`src/rtl/core/tsc_pkg.sv`:
```
package tsc_pkg;

    localparam int ANGLE_W    = 32;
    localparam int VALUE_W    = 32;
    localparam int THRESH_W   = 31;
    localparam int ANGLE_FRAC = 24;
    localparam int OUT_FRAC   = 30;

    localparam int MAX_TERMS_DEFAULT = 24;
    localparam int FRAC_BITS_DEFAULT = 30;

    // Quotient bits retired by the divider in one cycle.
    localparam int DIV_BITS = 4;

    localparam logic [THRESH_W-1:0]       THRESH_RESET = 31'd107;
    localparam logic signed [ANGLE_W-1:0] TWO_PI_Q24   = 32'sd105414357;
    localparam int                        ANG_MAG_W    = $clog2(TWO_PI_Q24 + 1);

    localparam logic signed [VALUE_W-1:0] VALUE_MAX = 32'sh7FFFFFFF;
    localparam logic signed [VALUE_W-1:0] VALUE_MIN = 32'sh80000000;

    typedef struct packed {
        logic load_angle;
        logic reduce_sub;
        logic reduce_add;
        logic convert;
        logic mul_x2_start;
        logic load_x2;
        logic series_init;
        logic series_cos;
        logic term_accept;
        logic div_start;
        logic term_update;
        logic save_sine;
        logic load_out;
    } cmd_t;

    typedef struct packed {
        logic above;
        logic below;
        logic term_small;
        logic mul_done;
        logic div_done;
    } status_t;

endpackage

```
`src/rtl/core/tsc_angle_if.sv`:
```
interface tsc_angle_if;

    logic                                 valid;
    logic                                 ready;
    logic signed [tsc_pkg::ANGLE_W-1:0]   angle;

    modport source (output valid, output angle, input ready);
    modport sink (input valid, input angle, output ready);

endinterface

```
`src/rtl/core/tsc_result_if.sv`:
```
interface tsc_result_if;

    logic                                 valid;
    logic                                 ready;
    logic signed [tsc_pkg::VALUE_W-1:0]   sine_value;
    logic signed [tsc_pkg::VALUE_W-1:0]   cosine_value;

    modport source (output valid, output sine_value, output cosine_value, input ready);
    modport sink (input valid, input sine_value, input cosine_value, output ready);

endinterface

```
`src/rtl/core/tsc_mul.sv`:
```
module tsc_mul #(
    parameter int OP_W  = 38,
    parameter int SHIFT = 30,
    parameter int RES_W = 43
) (
    input  logic             clk,
    input  logic             rst_n,
    input  logic             start,
    input  logic [OP_W-1:0]  a,
    input  logic [OP_W-1:0]  b,
    output logic             done,
    output logic [RES_W-1:0] res
);

    localparam int H      = (OP_W + 1) / 2;
    localparam int PP_W   = 2 * H;
    localparam int ACC_W  = 4 * H;
    localparam int LAST   = 4;
    localparam logic [ACC_W-1:0] ROUND = ACC_W'(1) << (SHIFT - 1);

    logic [OP_W-1:0]  a_reg;
    logic [OP_W-1:0]  b_reg;
    logic [ACC_W-1:0] acc_reg;
    logic [PP_W-1:0]  pp_reg;
    logic [1:0]       pp_sel_reg;
    logic             pp_valid_reg;
    logic [2:0]       step_reg;
    logic             run_reg;
    logic             done_reg;

    logic [H-1:0]     a_limb;
    logic [H-1:0]     b_limb;
    logic [1:0]       pp_pos;
    logic [ACC_W-1:0] pp_shifted;

    always_comb
    begin
        a_limb = step_reg[0] ? H'(a_reg >> H) : a_reg[H-1:0];
        b_limb = step_reg[1] ? H'(b_reg >> H) : b_reg[H-1:0];
        pp_pos = {1'b0, pp_sel_reg[0]} + {1'b0, pp_sel_reg[1]};
        unique case (pp_pos)
            2'd0:    pp_shifted = ACC_W'(pp_reg);
            2'd1:    pp_shifted = ACC_W'(pp_reg) << H;
            2'd2:    pp_shifted = ACC_W'(pp_reg) << (2 * H);
            default: pp_shifted = '0;
        endcase
    end

    always_ff @(posedge clk or negedge rst_n)
    begin
        if (!rst_n)
        begin
            run_reg      <= 1'b0;
            done_reg     <= 1'b0;
            step_reg     <= '0;
            pp_valid_reg <= 1'b0;
        end
        else
        begin
            done_reg <= run_reg && (step_reg == 3'(LAST));
            if (start)
            begin
                run_reg      <= 1'b1;
                step_reg     <= '0;
                pp_valid_reg <= 1'b0;
            end
            else if (run_reg)
            begin
                step_reg     <= step_reg + 3'd1;
                pp_valid_reg <= (step_reg != 3'(LAST));
                if (step_reg == 3'(LAST))
                begin
                    run_reg <= 1'b0;
                end
            end
        end
    end

    // The accumulator starts at half an output LSB, so the final shift rounds half up.
    always_ff @(posedge clk)
    begin
        if (start)
        begin
            a_reg   <= a;
            b_reg   <= b;
            acc_reg <= ROUND;
        end
        else if (run_reg)
        begin
            pp_reg     <= PP_W'(a_limb) * PP_W'(b_limb);
            pp_sel_reg <= step_reg[1:0];
            if (pp_valid_reg)
            begin
                acc_reg <= acc_reg + pp_shifted;
            end
        end
    end

    assign done = done_reg;
    assign res  = RES_W'(acc_reg >> SHIFT);

endmodule

```
`src/rtl/core/tsc_div.sv`:
```
module tsc_div #(
    parameter int NUM_W = 43,
    parameter int DEN_W = 14
) (
    input  logic             clk,
    input  logic             rst_n,
    input  logic             start,
    input  logic [NUM_W-1:0] dividend,
    input  logic [DEN_W-1:0] divisor,
    output logic             done,
    output logic [NUM_W-1:0] quotient
);

    localparam int STEP_BITS = tsc_pkg::DIV_BITS;
    localparam int STEPS     = (NUM_W + STEP_BITS - 1) / STEP_BITS;
    localparam int WORK_W    = STEPS * STEP_BITS;
    localparam int CNT_W     = $clog2(STEPS);

    logic [WORK_W-1:0] work_reg;
    logic [WORK_W-1:0] work_next;
    logic [DEN_W-1:0]  rem_reg;
    logic [DEN_W-1:0]  rem_next;
    logic [DEN_W-1:0]  dsr_reg;
    logic [CNT_W-1:0]  cnt_reg;
    logic              run_reg;
    logic              done_reg;

    // Restoring division: the dividend shifts out of the top of the work word
    // while quotient bits shift in at the bottom.
    always_comb
    begin
        logic [DEN_W:0] trial;
        work_next = work_reg;
        rem_next  = rem_reg;
        for (int i = 0; i < STEP_BITS; i++)
        begin
            trial     = {rem_next, work_next[WORK_W-1]};
            work_next = work_next << 1;
            if (trial >= {1'b0, dsr_reg})
            begin
                trial        = trial - {1'b0, dsr_reg};
                work_next[0] = 1'b1;
            end
            rem_next = trial[DEN_W-1:0];
        end
    end

    always_ff @(posedge clk or negedge rst_n)
    begin
        if (!rst_n)
        begin
            run_reg  <= 1'b0;
            done_reg <= 1'b0;
            cnt_reg  <= '0;
        end
        else
        begin
            done_reg <= 1'b0;
            if (start)
            begin
                run_reg <= 1'b1;
                cnt_reg <= '0;
            end
            else if (run_reg)
            begin
                cnt_reg <= cnt_reg + CNT_W'(1);
                if (cnt_reg == CNT_W'(STEPS - 1))
                begin
                    run_reg  <= 1'b0;
                    done_reg <= 1'b1;
                end
            end
        end
    end

    always_ff @(posedge clk)
    begin
        if (start)
        begin
            work_reg <= WORK_W'(dividend);
            rem_reg  <= '0;
            dsr_reg  <= divisor;
        end
        else if (run_reg)
        begin
            work_reg <= work_next;
            rem_reg  <= rem_next;
        end
    end

    assign done     = done_reg;
    assign quotient = work_reg[NUM_W-1:0];

endmodule

```
`src/rtl/core/tsc_datapath.sv`:
```
module tsc_datapath #(
    parameter int MAX_TERMS = tsc_pkg::MAX_TERMS_DEFAULT,
    parameter int FRAC_BITS = tsc_pkg::FRAC_BITS_DEFAULT
) (
    input  logic                                clk,
    input  logic                                rst_n,
    input  tsc_pkg::cmd_t                       cmd,
    output tsc_pkg::status_t                    status,
    input  logic                                cfg_wr_en,
    input  logic [tsc_pkg::THRESH_W-1:0]        cfg_wr_data,
    input  logic signed [tsc_pkg::ANGLE_W-1:0]  angle,
    output logic signed [tsc_pkg::VALUE_W-1:0]  sine_value,
    output logic signed [tsc_pkg::VALUE_W-1:0]  cosine_value
);

    localparam int ANGLE_W = tsc_pkg::ANGLE_W;
    localparam int VALUE_W = tsc_pkg::VALUE_W;
    localparam int UP      = tsc_pkg::OUT_FRAC - FRAC_BITS;
    localparam int MAG_W   = FRAC_BITS + 3;
    localparam int X2_W    = FRAC_BITS + 6;
    localparam int TERM_W  = FRAC_BITS + 8;
    localparam int NUM_W   = FRAC_BITS + 13;
    localparam int SUM_W   = FRAC_BITS + 11;
    localparam int SAT_W   = SUM_W + UP;
    localparam int CMP_W   = TERM_W + UP;
    localparam int K_W     = $clog2(2 * MAX_TERMS + 3);
    localparam int D_W     = 2 * K_W;

    localparam int SH_UP = (FRAC_BITS >= tsc_pkg::ANGLE_FRAC) ?
                           FRAC_BITS - tsc_pkg::ANGLE_FRAC : 0;
    localparam int SH_DN = (FRAC_BITS >= tsc_pkg::ANGLE_FRAC) ?
                           0 : tsc_pkg::ANGLE_FRAC - FRAC_BITS;
    localparam int CV_W  = tsc_pkg::ANG_MAG_W + 1 + SH_UP;
    localparam logic [CV_W-1:0] CV_ROUND = (CV_W'(1) << SH_DN) >> 1;

    localparam logic signed [SAT_W-1:0] OUT_MAX = SAT_W'(tsc_pkg::VALUE_MAX);
    localparam logic signed [SAT_W-1:0] OUT_MIN = SAT_W'(tsc_pkg::VALUE_MIN);

    logic [tsc_pkg::THRESH_W-1:0] thr_reg;
    logic signed [ANGLE_W-1:0]    ang_reg;
    logic [MAG_W-1:0]             xmag_reg;
    logic                         xneg_reg;
    logic [X2_W-1:0]              x2_reg;
    logic [TERM_W-1:0]            term_reg;
    logic                         term_neg_reg;
    logic signed [SUM_W-1:0]      sum_reg;
    logic [K_W-1:0]               k_reg;
    logic [D_W-1:0]               div_reg;
    logic signed [VALUE_W-1:0]    sine_hold_reg;
    logic signed [VALUE_W-1:0]    sine_out_reg;
    logic signed [VALUE_W-1:0]    cosine_out_reg;

    logic signed [ANGLE_W-1:0]    ang_abs;
    logic [CV_W-1:0]              cv;
    logic [MAG_W-1:0]             xmag_next;
    logic [CMP_W-1:0]             term_scaled;
    logic signed [SUM_W-1:0]      term_ext;
    logic [TERM_W-1:0]            mul_a;
    logic [TERM_W-1:0]            mul_b;
    logic [NUM_W-1:0]             mul_res;
    logic [NUM_W-1:0]             quo;
    logic                         mul_done;
    logic                         div_done;

    function automatic logic signed [VALUE_W-1:0] saturate(input logic signed [SUM_W-1:0] v);
        logic signed [SAT_W-1:0] s;
        s = SAT_W'(v) <<< UP;
        priority if (s > OUT_MAX)
            return tsc_pkg::VALUE_MAX;
        else if (s < OUT_MIN)
            return tsc_pkg::VALUE_MIN;
        else
            return s[VALUE_W-1:0];
    endfunction

    // Angle magnitude moved from Q8.24 into the working format; a right shift
    // rounds half away from zero since it acts on the magnitude.
    always_comb
    begin
        ang_abs   = (ang_reg < 0) ? -ang_reg : ang_reg;
        cv        = ((CV_W'(ang_abs[tsc_pkg::ANG_MAG_W-1:0]) + CV_ROUND) >> SH_DN) << SH_UP;
        xmag_next = MAG_W'(cv);
    end

    assign term_scaled = CMP_W'(term_reg) << UP;
    assign term_ext    = $signed(SUM_W'(term_reg));

    assign mul_a = cmd.mul_x2_start ? TERM_W'(xmag_reg) : term_reg;
    assign mul_b = cmd.mul_x2_start ? TERM_W'(xmag_reg) : TERM_W'(x2_reg);

    tsc_mul #(
        .OP_W  (TERM_W),
        .SHIFT (FRAC_BITS),
        .RES_W (NUM_W)
    ) u_mul (
        .clk   (clk),
        .rst_n (rst_n),
        .start (cmd.mul_x2_start || cmd.term_accept),
        .a     (mul_a),
        .b     (mul_b),
        .done  (mul_done),
        .res   (mul_res)
    );

    tsc_div #(
        .NUM_W (NUM_W),
        .DEN_W (D_W)
    ) u_div (
        .clk      (clk),
        .rst_n    (rst_n),
        .start    (cmd.div_start),
        .dividend (mul_res),
        .divisor  (div_reg),
        .done     (div_done),
        .quotient (quo)
    );

    always_comb
    begin
        status.above      = ang_reg > tsc_pkg::TWO_PI_Q24;
        status.below      = ang_reg < -tsc_pkg::TWO_PI_Q24;
        status.term_small = term_scaled < CMP_W'(thr_reg);
        status.mul_done   = mul_done;
        status.div_done   = div_done;
    end

    always_ff @(posedge clk or negedge rst_n)
    begin
        if (!rst_n)
        begin
            thr_reg <= tsc_pkg::THRESH_RESET;
        end
        else if (cfg_wr_en)
        begin
            thr_reg <= cfg_wr_data;
        end
    end

    always_ff @(posedge clk)
    begin
        if (cmd.load_angle)
        begin
            ang_reg <= angle;
        end
        else if (cmd.reduce_sub)
        begin
            ang_reg <= ang_reg - tsc_pkg::TWO_PI_Q24;
        end
        else if (cmd.reduce_add)
        begin
            ang_reg <= ang_reg + tsc_pkg::TWO_PI_Q24;
        end

        if (cmd.convert)
        begin
            xmag_reg <= xmag_next;
            xneg_reg <= ang_reg < 0;
        end

        if (cmd.load_x2)
        begin
            x2_reg <= X2_W'(mul_res);
        end

        if (cmd.series_init)
        begin
            sum_reg <= '0;
            if (cmd.series_cos)
            begin
                term_reg     <= TERM_W'(1) << FRAC_BITS;
                term_neg_reg <= 1'b0;
                k_reg        <= K_W'(1);
            end
            else
            begin
                term_reg     <= TERM_W'(xmag_reg);
                term_neg_reg <= xneg_reg;
                k_reg        <= K_W'(2);
            end
        end
        else if (cmd.term_update)
        begin
            term_reg     <= TERM_W'(quo);
            term_neg_reg <= !term_neg_reg;
            k_reg        <= k_reg + K_W'(2);
        end
        else if (cmd.term_accept)
        begin
            sum_reg <= term_neg_reg ? sum_reg - term_ext : sum_reg + term_ext;
            div_reg <= D_W'(k_reg) * D_W'(k_reg + K_W'(1));
        end

        if (cmd.save_sine)
        begin
            sine_hold_reg <= saturate(sum_reg);
        end

        if (cmd.load_out)
        begin
            sine_out_reg   <= sine_hold_reg;
            cosine_out_reg <= saturate(sum_reg);
        end
    end

    assign sine_value   = sine_out_reg;
    assign cosine_value = cosine_out_reg;

endmodule

```
`src/rtl/core/tsc_ctrl.sv`:
```
module tsc_ctrl #(
    parameter int MAX_TERMS = tsc_pkg::MAX_TERMS_DEFAULT
) (
    input  logic             clk,
    input  logic             rst_n,
    input  logic             in_valid,
    output logic             in_ready,
    output logic             out_valid,
    input  logic             out_ready,
    input  tsc_pkg::status_t status,
    output tsc_pkg::cmd_t    cmd
);

    localparam int CNT_W = $clog2(MAX_TERMS + 1);

    typedef enum logic [9:0] {
        ST_IDLE       = 10'b0000000001,
        ST_REDUCE     = 10'b0000000010,
        ST_CONVERT    = 10'b0000000100,
        ST_X2_START   = 10'b0000001000,
        ST_X2_WAIT    = 10'b0000010000,
        ST_CHECK      = 10'b0000100000,
        ST_MUL_WAIT   = 10'b0001000000,
        ST_DIV_WAIT   = 10'b0010000000,
        ST_SERIES_END = 10'b0100000000,
        ST_FINISH     = 10'b1000000000
    } state_t;

    state_t           state_reg;
    state_t           state_next;
    logic [CNT_W-1:0] cnt_reg;
    logic [CNT_W-1:0] cnt_next;
    logic             cos_pass_reg;
    logic             cos_pass_next;
    logic             out_valid_reg;
    logic             out_valid_next;

    always_comb
    begin
        state_next = state_reg;
        cmd        = '0;
        unique case (state_reg)
            ST_IDLE:
            begin
                if (in_valid)
                begin
                    cmd.load_angle = 1'b1;
                    state_next     = ST_REDUCE;
                end
            end
            ST_REDUCE:
            begin
                priority if (status.above)
                    cmd.reduce_sub = 1'b1;
                else if (status.below)
                    cmd.reduce_add = 1'b1;
                else
                    state_next = ST_CONVERT;
            end
            ST_CONVERT:
            begin
                cmd.convert = 1'b1;
                state_next  = ST_X2_START;
            end
            ST_X2_START:
            begin
                cmd.mul_x2_start = 1'b1;
                state_next       = ST_X2_WAIT;
            end
            ST_X2_WAIT:
            begin
                if (status.mul_done)
                begin
                    cmd.load_x2     = 1'b1;
                    cmd.series_init = 1'b1;
                    state_next      = ST_CHECK;
                end
            end
            ST_CHECK:
            begin
                // The term that falls below the threshold is not added.
                if (status.term_small || (cnt_reg == CNT_W'(MAX_TERMS)))
                begin
                    state_next = ST_SERIES_END;
                end
                else
                begin
                    cmd.term_accept = 1'b1;
                    state_next      = ST_MUL_WAIT;
                end
            end
            ST_MUL_WAIT:
            begin
                if (status.mul_done)
                begin
                    cmd.div_start = 1'b1;
                    state_next    = ST_DIV_WAIT;
                end
            end
            ST_DIV_WAIT:
            begin
                if (status.div_done)
                begin
                    cmd.term_update = 1'b1;
                    state_next      = ST_CHECK;
                end
            end
            ST_SERIES_END:
            begin
                if (!cos_pass_reg)
                begin
                    cmd.save_sine   = 1'b1;
                    cmd.series_init = 1'b1;
                    cmd.series_cos  = 1'b1;
                    state_next      = ST_CHECK;
                end
                else
                begin
                    state_next = ST_FINISH;
                end
            end
            ST_FINISH:
            begin
                if (!out_valid_reg || out_ready)
                begin
                    cmd.load_out = 1'b1;
                    state_next   = ST_IDLE;
                end
            end
            default:
            begin
                state_next = ST_IDLE;
            end
        endcase
    end

    always_comb
    begin
        cnt_next       = cnt_reg;
        cos_pass_next  = cos_pass_reg;
        out_valid_next = out_valid_reg;
        if (cmd.series_init)
        begin
            cnt_next      = '0;
            cos_pass_next = cmd.series_cos;
        end
        else if (cmd.term_update)
        begin
            cnt_next = cnt_reg + CNT_W'(1);
        end
        if (cmd.load_out)
            out_valid_next = 1'b1;
        else if (out_ready)
            out_valid_next = 1'b0;
    end

    always_ff @(posedge clk or negedge rst_n)
    begin
        if (!rst_n)
        begin
            state_reg     <= ST_IDLE;
            cnt_reg       <= '0;
            cos_pass_reg  <= 1'b0;
            out_valid_reg <= 1'b0;
        end
        else
        begin
            state_reg     <= state_next;
            cnt_reg       <= cnt_next;
            cos_pass_reg  <= cos_pass_next;
            out_valid_reg <= out_valid_next;
        end
    end

    assign in_ready  = (state_reg == ST_IDLE);
    assign out_valid = out_valid_reg;

endmodule

```
`src/rtl/core/taylor_sine_cosine.sv`:
```
// Channel     Direction  Payload                               Handshake
// angle_ch    in         angle, signed Q8.24 radians           valid / ready
// result_ch   out        sine_value, cosine_value, Q2.30       valid / ready
// cfg_wr      in         stop_threshold, 31-bit Q1.30          write enable, no wait
//
// One item is processed at a time. An angle needs up to 20 corrections by 2pi, and at
// most 2 * MAX_TERMS terms are summed over both series. Each term is set by the shared
// four-pass limb multiplier and the 4-bit-per-cycle divider, which runs
// S = ceil((FRAC_BITS + 13) / 4) steps per term.
// Reset clears the sequencer and the result valid flag and loads the threshold with 107.
// A new angle is taken while a finished item waits in the output register; while
// that register stays full the next item is held after its last term.
module taylor_sine_cosine #(
    parameter int MAX_TERMS = tsc_pkg::MAX_TERMS_DEFAULT,
    parameter int FRAC_BITS = tsc_pkg::FRAC_BITS_DEFAULT
) (
    input  logic                          clk,
    input  logic                          rst_n,
    input  logic                          cfg_wr_en,
    input  logic [tsc_pkg::THRESH_W-1:0]  cfg_wr_data,
    tsc_angle_if.sink                     angle_ch,
    tsc_result_if.source                  result_ch
);

    tsc_pkg::cmd_t    cmd;
    tsc_pkg::status_t status;

    tsc_ctrl #(
        .MAX_TERMS (MAX_TERMS)
    ) u_ctrl (
        .clk       (clk),
        .rst_n     (rst_n),
        .in_valid  (angle_ch.valid),
        .in_ready  (angle_ch.ready),
        .out_valid (result_ch.valid),
        .out_ready (result_ch.ready),
        .status    (status),
        .cmd       (cmd)
    );

    tsc_datapath #(
        .MAX_TERMS (MAX_TERMS),
        .FRAC_BITS (FRAC_BITS)
    ) u_datapath (
        .clk          (clk),
        .rst_n        (rst_n),
        .cmd          (cmd),
        .status       (status),
        .cfg_wr_en    (cfg_wr_en),
        .cfg_wr_data  (cfg_wr_data),
        .angle        (angle_ch.angle),
        .sine_value   (result_ch.sine_value),
        .cosine_value (result_ch.cosine_value)
    );

`ifndef SYNTHESIS
    // Once an angle is taken, no other item enters until its result is loaded.
    assert property (@(posedge clk) disable iff (!rst_n)
        angle_ch.valid && angle_ch.ready |=> !angle_ch.ready)
        else $error("angle taken while an item is in flight");

    // A finished item never overwrites a result that has not been taken.
    assert property (@(posedge clk) disable iff (!rst_n)
        cmd.load_out |-> (!result_ch.valid || result_ch.ready))
        else $error("pending result overwritten");

    // The multiplier and the divider are started one at a time.
    assert property (@(posedge clk) disable iff (!rst_n)
        $onehot0({cmd.term_accept, cmd.mul_x2_start, cmd.div_start}))
        else $error("arithmetic units started together");

    // The divider only starts on a finished product.
    assert property (@(posedge clk) disable iff (!rst_n)
        cmd.div_start |-> !status.div_done && $past(cmd.term_accept, 6))
        else $error("divider started out of sequence");
`endif

endmodule

```
`src/flat_wrapper.sv`:
```
// flat-port wrapper written by rule: the top's interface ports become plain ports
module taylor_sine_cosine_flat 
#(
    parameter int MAX_TERMS = tsc_pkg::MAX_TERMS_DEFAULT,
    parameter int FRAC_BITS = tsc_pkg::FRAC_BITS_DEFAULT
)
  (clk, rst_n, cfg_wr_en, cfg_wr_data, angle_ch_valid, angle_ch_angle, angle_ch_ready, result_ch_valid, result_ch_sine_value, result_ch_cosine_value, result_ch_ready);
  tsc_angle_if angle_ch_i ();
  tsc_result_if result_ch_i ();
  input  logic clk;
  input  logic rst_n;
  input  logic cfg_wr_en;
  input  logic [tsc_pkg::THRESH_W-1:0] cfg_wr_data;
  input wire logic [$bits(angle_ch_i.valid)-1:0] angle_ch_valid;
  input wire logic [$bits(angle_ch_i.angle)-1:0] angle_ch_angle;
  output wire logic [$bits(angle_ch_i.ready)-1:0] angle_ch_ready;
  output wire logic [$bits(result_ch_i.valid)-1:0] result_ch_valid;
  output wire logic [$bits(result_ch_i.sine_value)-1:0] result_ch_sine_value;
  output wire logic [$bits(result_ch_i.cosine_value)-1:0] result_ch_cosine_value;
  input wire logic [$bits(result_ch_i.ready)-1:0] result_ch_ready;
  assign angle_ch_i.valid = angle_ch_valid;
  assign angle_ch_i.angle = angle_ch_angle;
  assign angle_ch_ready = angle_ch_i.ready;
  assign result_ch_valid = result_ch_i.valid;
  assign result_ch_sine_value = result_ch_i.sine_value;
  assign result_ch_cosine_value = result_ch_i.cosine_value;
  assign result_ch_i.ready = result_ch_ready;
  taylor_sine_cosine #(.MAX_TERMS(MAX_TERMS), .FRAC_BITS(FRAC_BITS)) u_core (.clk(clk), .rst_n(rst_n), .cfg_wr_en(cfg_wr_en), .cfg_wr_data(cfg_wr_data), .angle_ch(angle_ch_i), .result_ch(result_ch_i));
endmodule
```
`config.mk`:
```
export PLATFORM = sky130hd
export DESIGN_NAME = taylor_sine_cosine_flat
export DESIGN_NICKNAME = d
export VERILOG_FILES = /design/src/rtl/core/tsc_pkg.sv /design/src/rtl/core/tsc_angle_if.sv /design/src/rtl/core/tsc_result_if.sv /design/src/rtl/core/tsc_mul.sv /design/src/rtl/core/tsc_div.sv /design/src/rtl/core/tsc_datapath.sv /design/src/rtl/core/tsc_ctrl.sv /design/src/rtl/core/taylor_sine_cosine.sv /design/src/flat_wrapper.sv
export SDC_FILE = /design/constraint.sdc
export NUM_CORES = 2
export LEC_CHECK = 0
export BUFFER_PORTS_ARGS = -buffer_cell sky130_fd_sc_hd__clkbuf_2
export CORE_MARGIN = 2
export CORE_UTILIZATION = 45
export CTS_CLUSTER_DIAMETER = 50
export DETAILED_ROUTE_END_ITERATION = 8
export SYNTH_ARGS = -nofsm -noshare
export SYNTH_HDL_FRONTEND = slang
export SYNTH_SLANG_ARGS = --single-unit
```
`constraint.sdc`:
```
create_clock -name clk -period 16.52 [get_ports clk]
set_clock_uncertainty 0.2 [all_clocks]
set_input_delay 0.826 -clock clk [delete_from_list [all_inputs] [get_ports clk]]
set_output_delay 0.826 -clock clk [all_outputs]
set_load 0.03 [all_outputs]
```
==> metrics.md <==
| Metric | Value |
|---|---|
| Status | `finished, final reports clean` |
| Async S/R FF share, synth | `around 10%` |
| DIE AREA | `about 0.11 sq mm` |
| R2R Path Start | `u_core.u_datapath.u_div.dsr_reg[6]$_DFFE_PP_` |
| Via count | `37.6k` |
| Gr ovfl total | `0` |
| R2R setup slack | `~6.3 ns` |
| Worst-Margin Slew | `roughly 1.2 ns` |
| Postcts setup bufs | `0` |
| Kind of critical path | `flop to flop` |
| DR vias/cell | `5.61` |
| Min Clock Period, post-route | `approximately 10 ns` |
| Synthesized cell area | `between 0.04 and 0.05 sq mm` |
| Initial core utilization | `between 40% and 50%` |
| Startpoint Class | `flop` |
| Area share of xor/xnor cells in the synthesized design | `under 10%` |
| Syn Nets | `between 5k and 6k` |
| CTS root buf | `clkbuf_16` |
| First-pass GRT wire length | `between 200 and 250 mm` |
| Most numerous cell in the Yosys netlist | `nand2_1` |
| Hold-fix buffers, CTS | `0` |
| Slowest CP cell | `o21ai_2` |
| Worst rel slew slack | `between 20% and 30%` |
| Count of unique library cells instantiated by Yosys | `100` |
| Synth Area in Adders | `approximately 22%` |
| CP arrival | `~11 ns` |
| Reg2Reg Depth | `34` |
| Iter 0 DRT Violations | `~3.3k` |
| Worst EP required | `between 15 and 20 ns` |
| Final Routed Wirelength | `between 100 and 150 mm` |
| Port Buffers | `around 130` |
| TritonRoute pass-1 iters | `5` |
| Post-detail-place hpwl | `108 mm` |
| Cell area after layout | `around 0.053 sq mm` |
| Post-synthesis simple-gate area fraction | `between 10% and 20%` |
| # H-tree levels | `3` |
| Vias in the first global route | `36.9k` |
| CP max stage delay | `0.63 ns` |
| Post-Syn Area per Cell | `around 9.2 sq um` |
| Synth-to-layout area growth | `10.1%` |
| Tot GR Track Use | `a little over a quarter` |
| Synth top area cells | `edfxtp_1 26%, fa_1 13%, ha_1 9.2%, nand2_1 7.1%, dfxtp_1 5.3%` |
| Post-synth top cells | `902 x nand2_1, 482 x inv_1, 419 x nor2_1, 416 x edfxtp_1, 352 x ha_1` |
| Cell count after synthesis | `5192` |
| Top FF cell, synth | `edfxtp_1` |
| DR WL/cell | `21.2 um` |
| Routed Antenna Nets | `0` |
| # rows | `119` |
| Fin crit share | `between 60 and 70%` |
| Max-slew violations | `0` |
| Post-synth top area share | `about a quarter` |
| Core area | `about 0.11 sq mm` |
| Initial antenna violation count | `3` |
| Crit. End Element | `flop` |
| Final Setup Violations | `0` |
| Gp weighted congestion | `approximately 0.94` |
| Min-delay worst type | `input pin to asynchronous set/reset pin` |
| Ys Warns | `0` |
| RSZ-0062 raised after global routing | `no` |
| Share of cells above drive strength 1 | `roughly 8%` |
| Fmax | `~100 MHz` |
| CTS Sinks | `603` |
| Post-cts resize count | `0` |
| TritonCTS clock tree | `built` |
| Post-synthesis mux area share | `around 2.1%` |
| Clk_lat worst skew | `about 0.67 ns` |
| Post-layout nets | `~6.0k` |
| Chip Width | `between 300 and 400 um` |
| Clk pin slew, worst setup/hold paths | `~0.060 ns` |
| Reg2reg end | `u_core.u_datapath.u_div.rem_reg[5]$_SDFFE_PP0P_` |
| Max-cap violations | `0` |
| Number of synthesized register bits | `603` |
| Main combinational cell family by area after synthesis | `adder cells` |
| Drt drc | `0` |
| DIE HEIGHT | `about 330 um` |
| Post-route setup TNS | `0 ns` |
| Clock tree buffer depth | `3` |
| EDFF count, synth | `416` |
| Yosys top cell by area | `edfxtp_1` |
| Sequential area share after synthesis | `approximately a third` |
| Placed Area | `0.0498 sq mm` |
| CTS buffer count | `between 80 and 90` |
| Final hold viol count | `0` |
| Crit-path max FO | `17` |
| Compound-Gate Fraction of Synth Area | `~14%` |
| Flip-flop count of the largest register after layout | `between 70 and 80` |
| Num ports | `between 100 and 150` |
| Most used cell, CP | `a21oi_1` |
| Largest net degree at the start of global routing | `75` |
## metrics by stage
stage | util, % | hold slack (ns) | worst slack [ns] | instances
global route | 50.0 | 0.129 | 5.62 | 6697
floorplan | - | 0.200 | 8.33 | 5192
CTS | 50.0 | 0.0883 | 6.48 | 6697
detailed placement | 47.3 | 0.205 | 6.54 | 6541
global placement | 47.3 | 0.201 | 6.63 | 6541
finish | 50.0 | 0.0655 | 6.34 | 6698
## cell families (layout without fill, tap and decap cells)
group	after synthesis	count (layout)
and+or+nand+nor	1803	1803
AOI/OAI and AO/OA	1048	1048
buffers and inverters	708	822
adders and majority gates	661	661
DFF	603	603
xor gates and xnor gates	274	274
muxes	95	95
other	0	1
## routing by layer
| metal | track usage (%) | vias up | routed length [um] | share of wire, % |
|---|---|---|---|---|
| li1 | - | 17800 | - | - |
| met5 | 0 | - | 0 | 0 |
| met4 | 7.64 | 0 | 3940 | 2.8 |
| met1 | 36.6 | 18500 | 62400 | 44 |
| met2 | 42.7 | 1100 | 66300 | 47 |
| met3 | 3.89 | 199 | 9270 | 6.5 |
## final cells by class
cell class                      count  area [sq um]
Fill cell                        9927         52700
Multi-Input combinational cell   3881         28600
Sequential cell                   603         16500
Clock buffer                      101          2220
Inverter                          484          1820
Tap cell                         1391          1740
Timing Repair Buffer              182          1040
Clock inverter                     55           614
Antenna cell                        1          2.50
## worst max-delay path: cells and delay by family (launching register included)
kind / cells / cell delay, ns
AOI/OAI and AO/OA: 22 / 5.68
adders and majority gates: 4 / 1.46
buffers and inverters: 1 / 0.11
DFF: 1 / 0.32
muxes: 2 / 0.85
and+or+nand+nor: 5 / 1.46
## placed cells by master (no fill, tap or decap), drive strengths merged, types with 11 or more instances in the layout
master	n
ha	352
clkbuf	233
mux2i	49
dfrtp	54
dfxtp	127
o21ai	243
xor2	82
and2	80
o31ai	19
nand2b	39
nand3b	11
a21oi	338
nor3b	14
o211ai	25
a211oi	35
inv	501
clkinv	26
nor2b	35
mux2	46
nand4	44
a31oi	38
or2	14
a21o	92
o21a	70
nor4	24
nand2	903
or3	15
buf	50
o21bai	28
a22o	21
or4	12
xnor2	192
fa	309
nor2	419
a21boi	13
a22oi	31
and3	42
edfxtp	416
nand3	70
nor3	57
## worst max path at each step
stage | startpoint | endpoint | slack (ns)
after floorplan | u_core.u_datapath.u_div.dsr_reg[6]$_DFFE_PP_ | u_core.u_datapath.u_div.work_reg[0]$_DFFE_PP_ | 8.33
after global placement | u_core.u_datapath.u_div.dsr_reg[6]$_DFFE_PP_ | u_core.u_datapath.u_div.rem_reg[5]$_SDFFE_PP0P_ | 6.63
after detailed placement | u_core.u_datapath.u_div.dsr_reg[6]$_DFFE_PP_ | u_core.u_datapath.u_div.rem_reg[3]$_SDFFE_PP0P_ | 6.54
after CTS | u_core.u_datapath.u_div.dsr_reg[6]$_DFFE_PP_ | u_core.u_datapath.u_div.rem_reg[3]$_SDFFE_PP0P_ | 6.48
after global routing | u_core.u_datapath.u_div.dsr_reg[6]$_DFFE_PP_ | u_core.u_datapath.u_div.rem_reg[5]$_SDFFE_PP0P_ | 5.62
final | u_core.u_datapath.u_div.dsr_reg[6]$_DFFE_PP_ | u_core.u_datapath.u_div.rem_reg[5]$_SDFFE_PP0P_ | 6.34
Power is left out: the tool's default activity adds up to more than one toggle a clock period on the data nets, which glitch-free logic cannot reach.
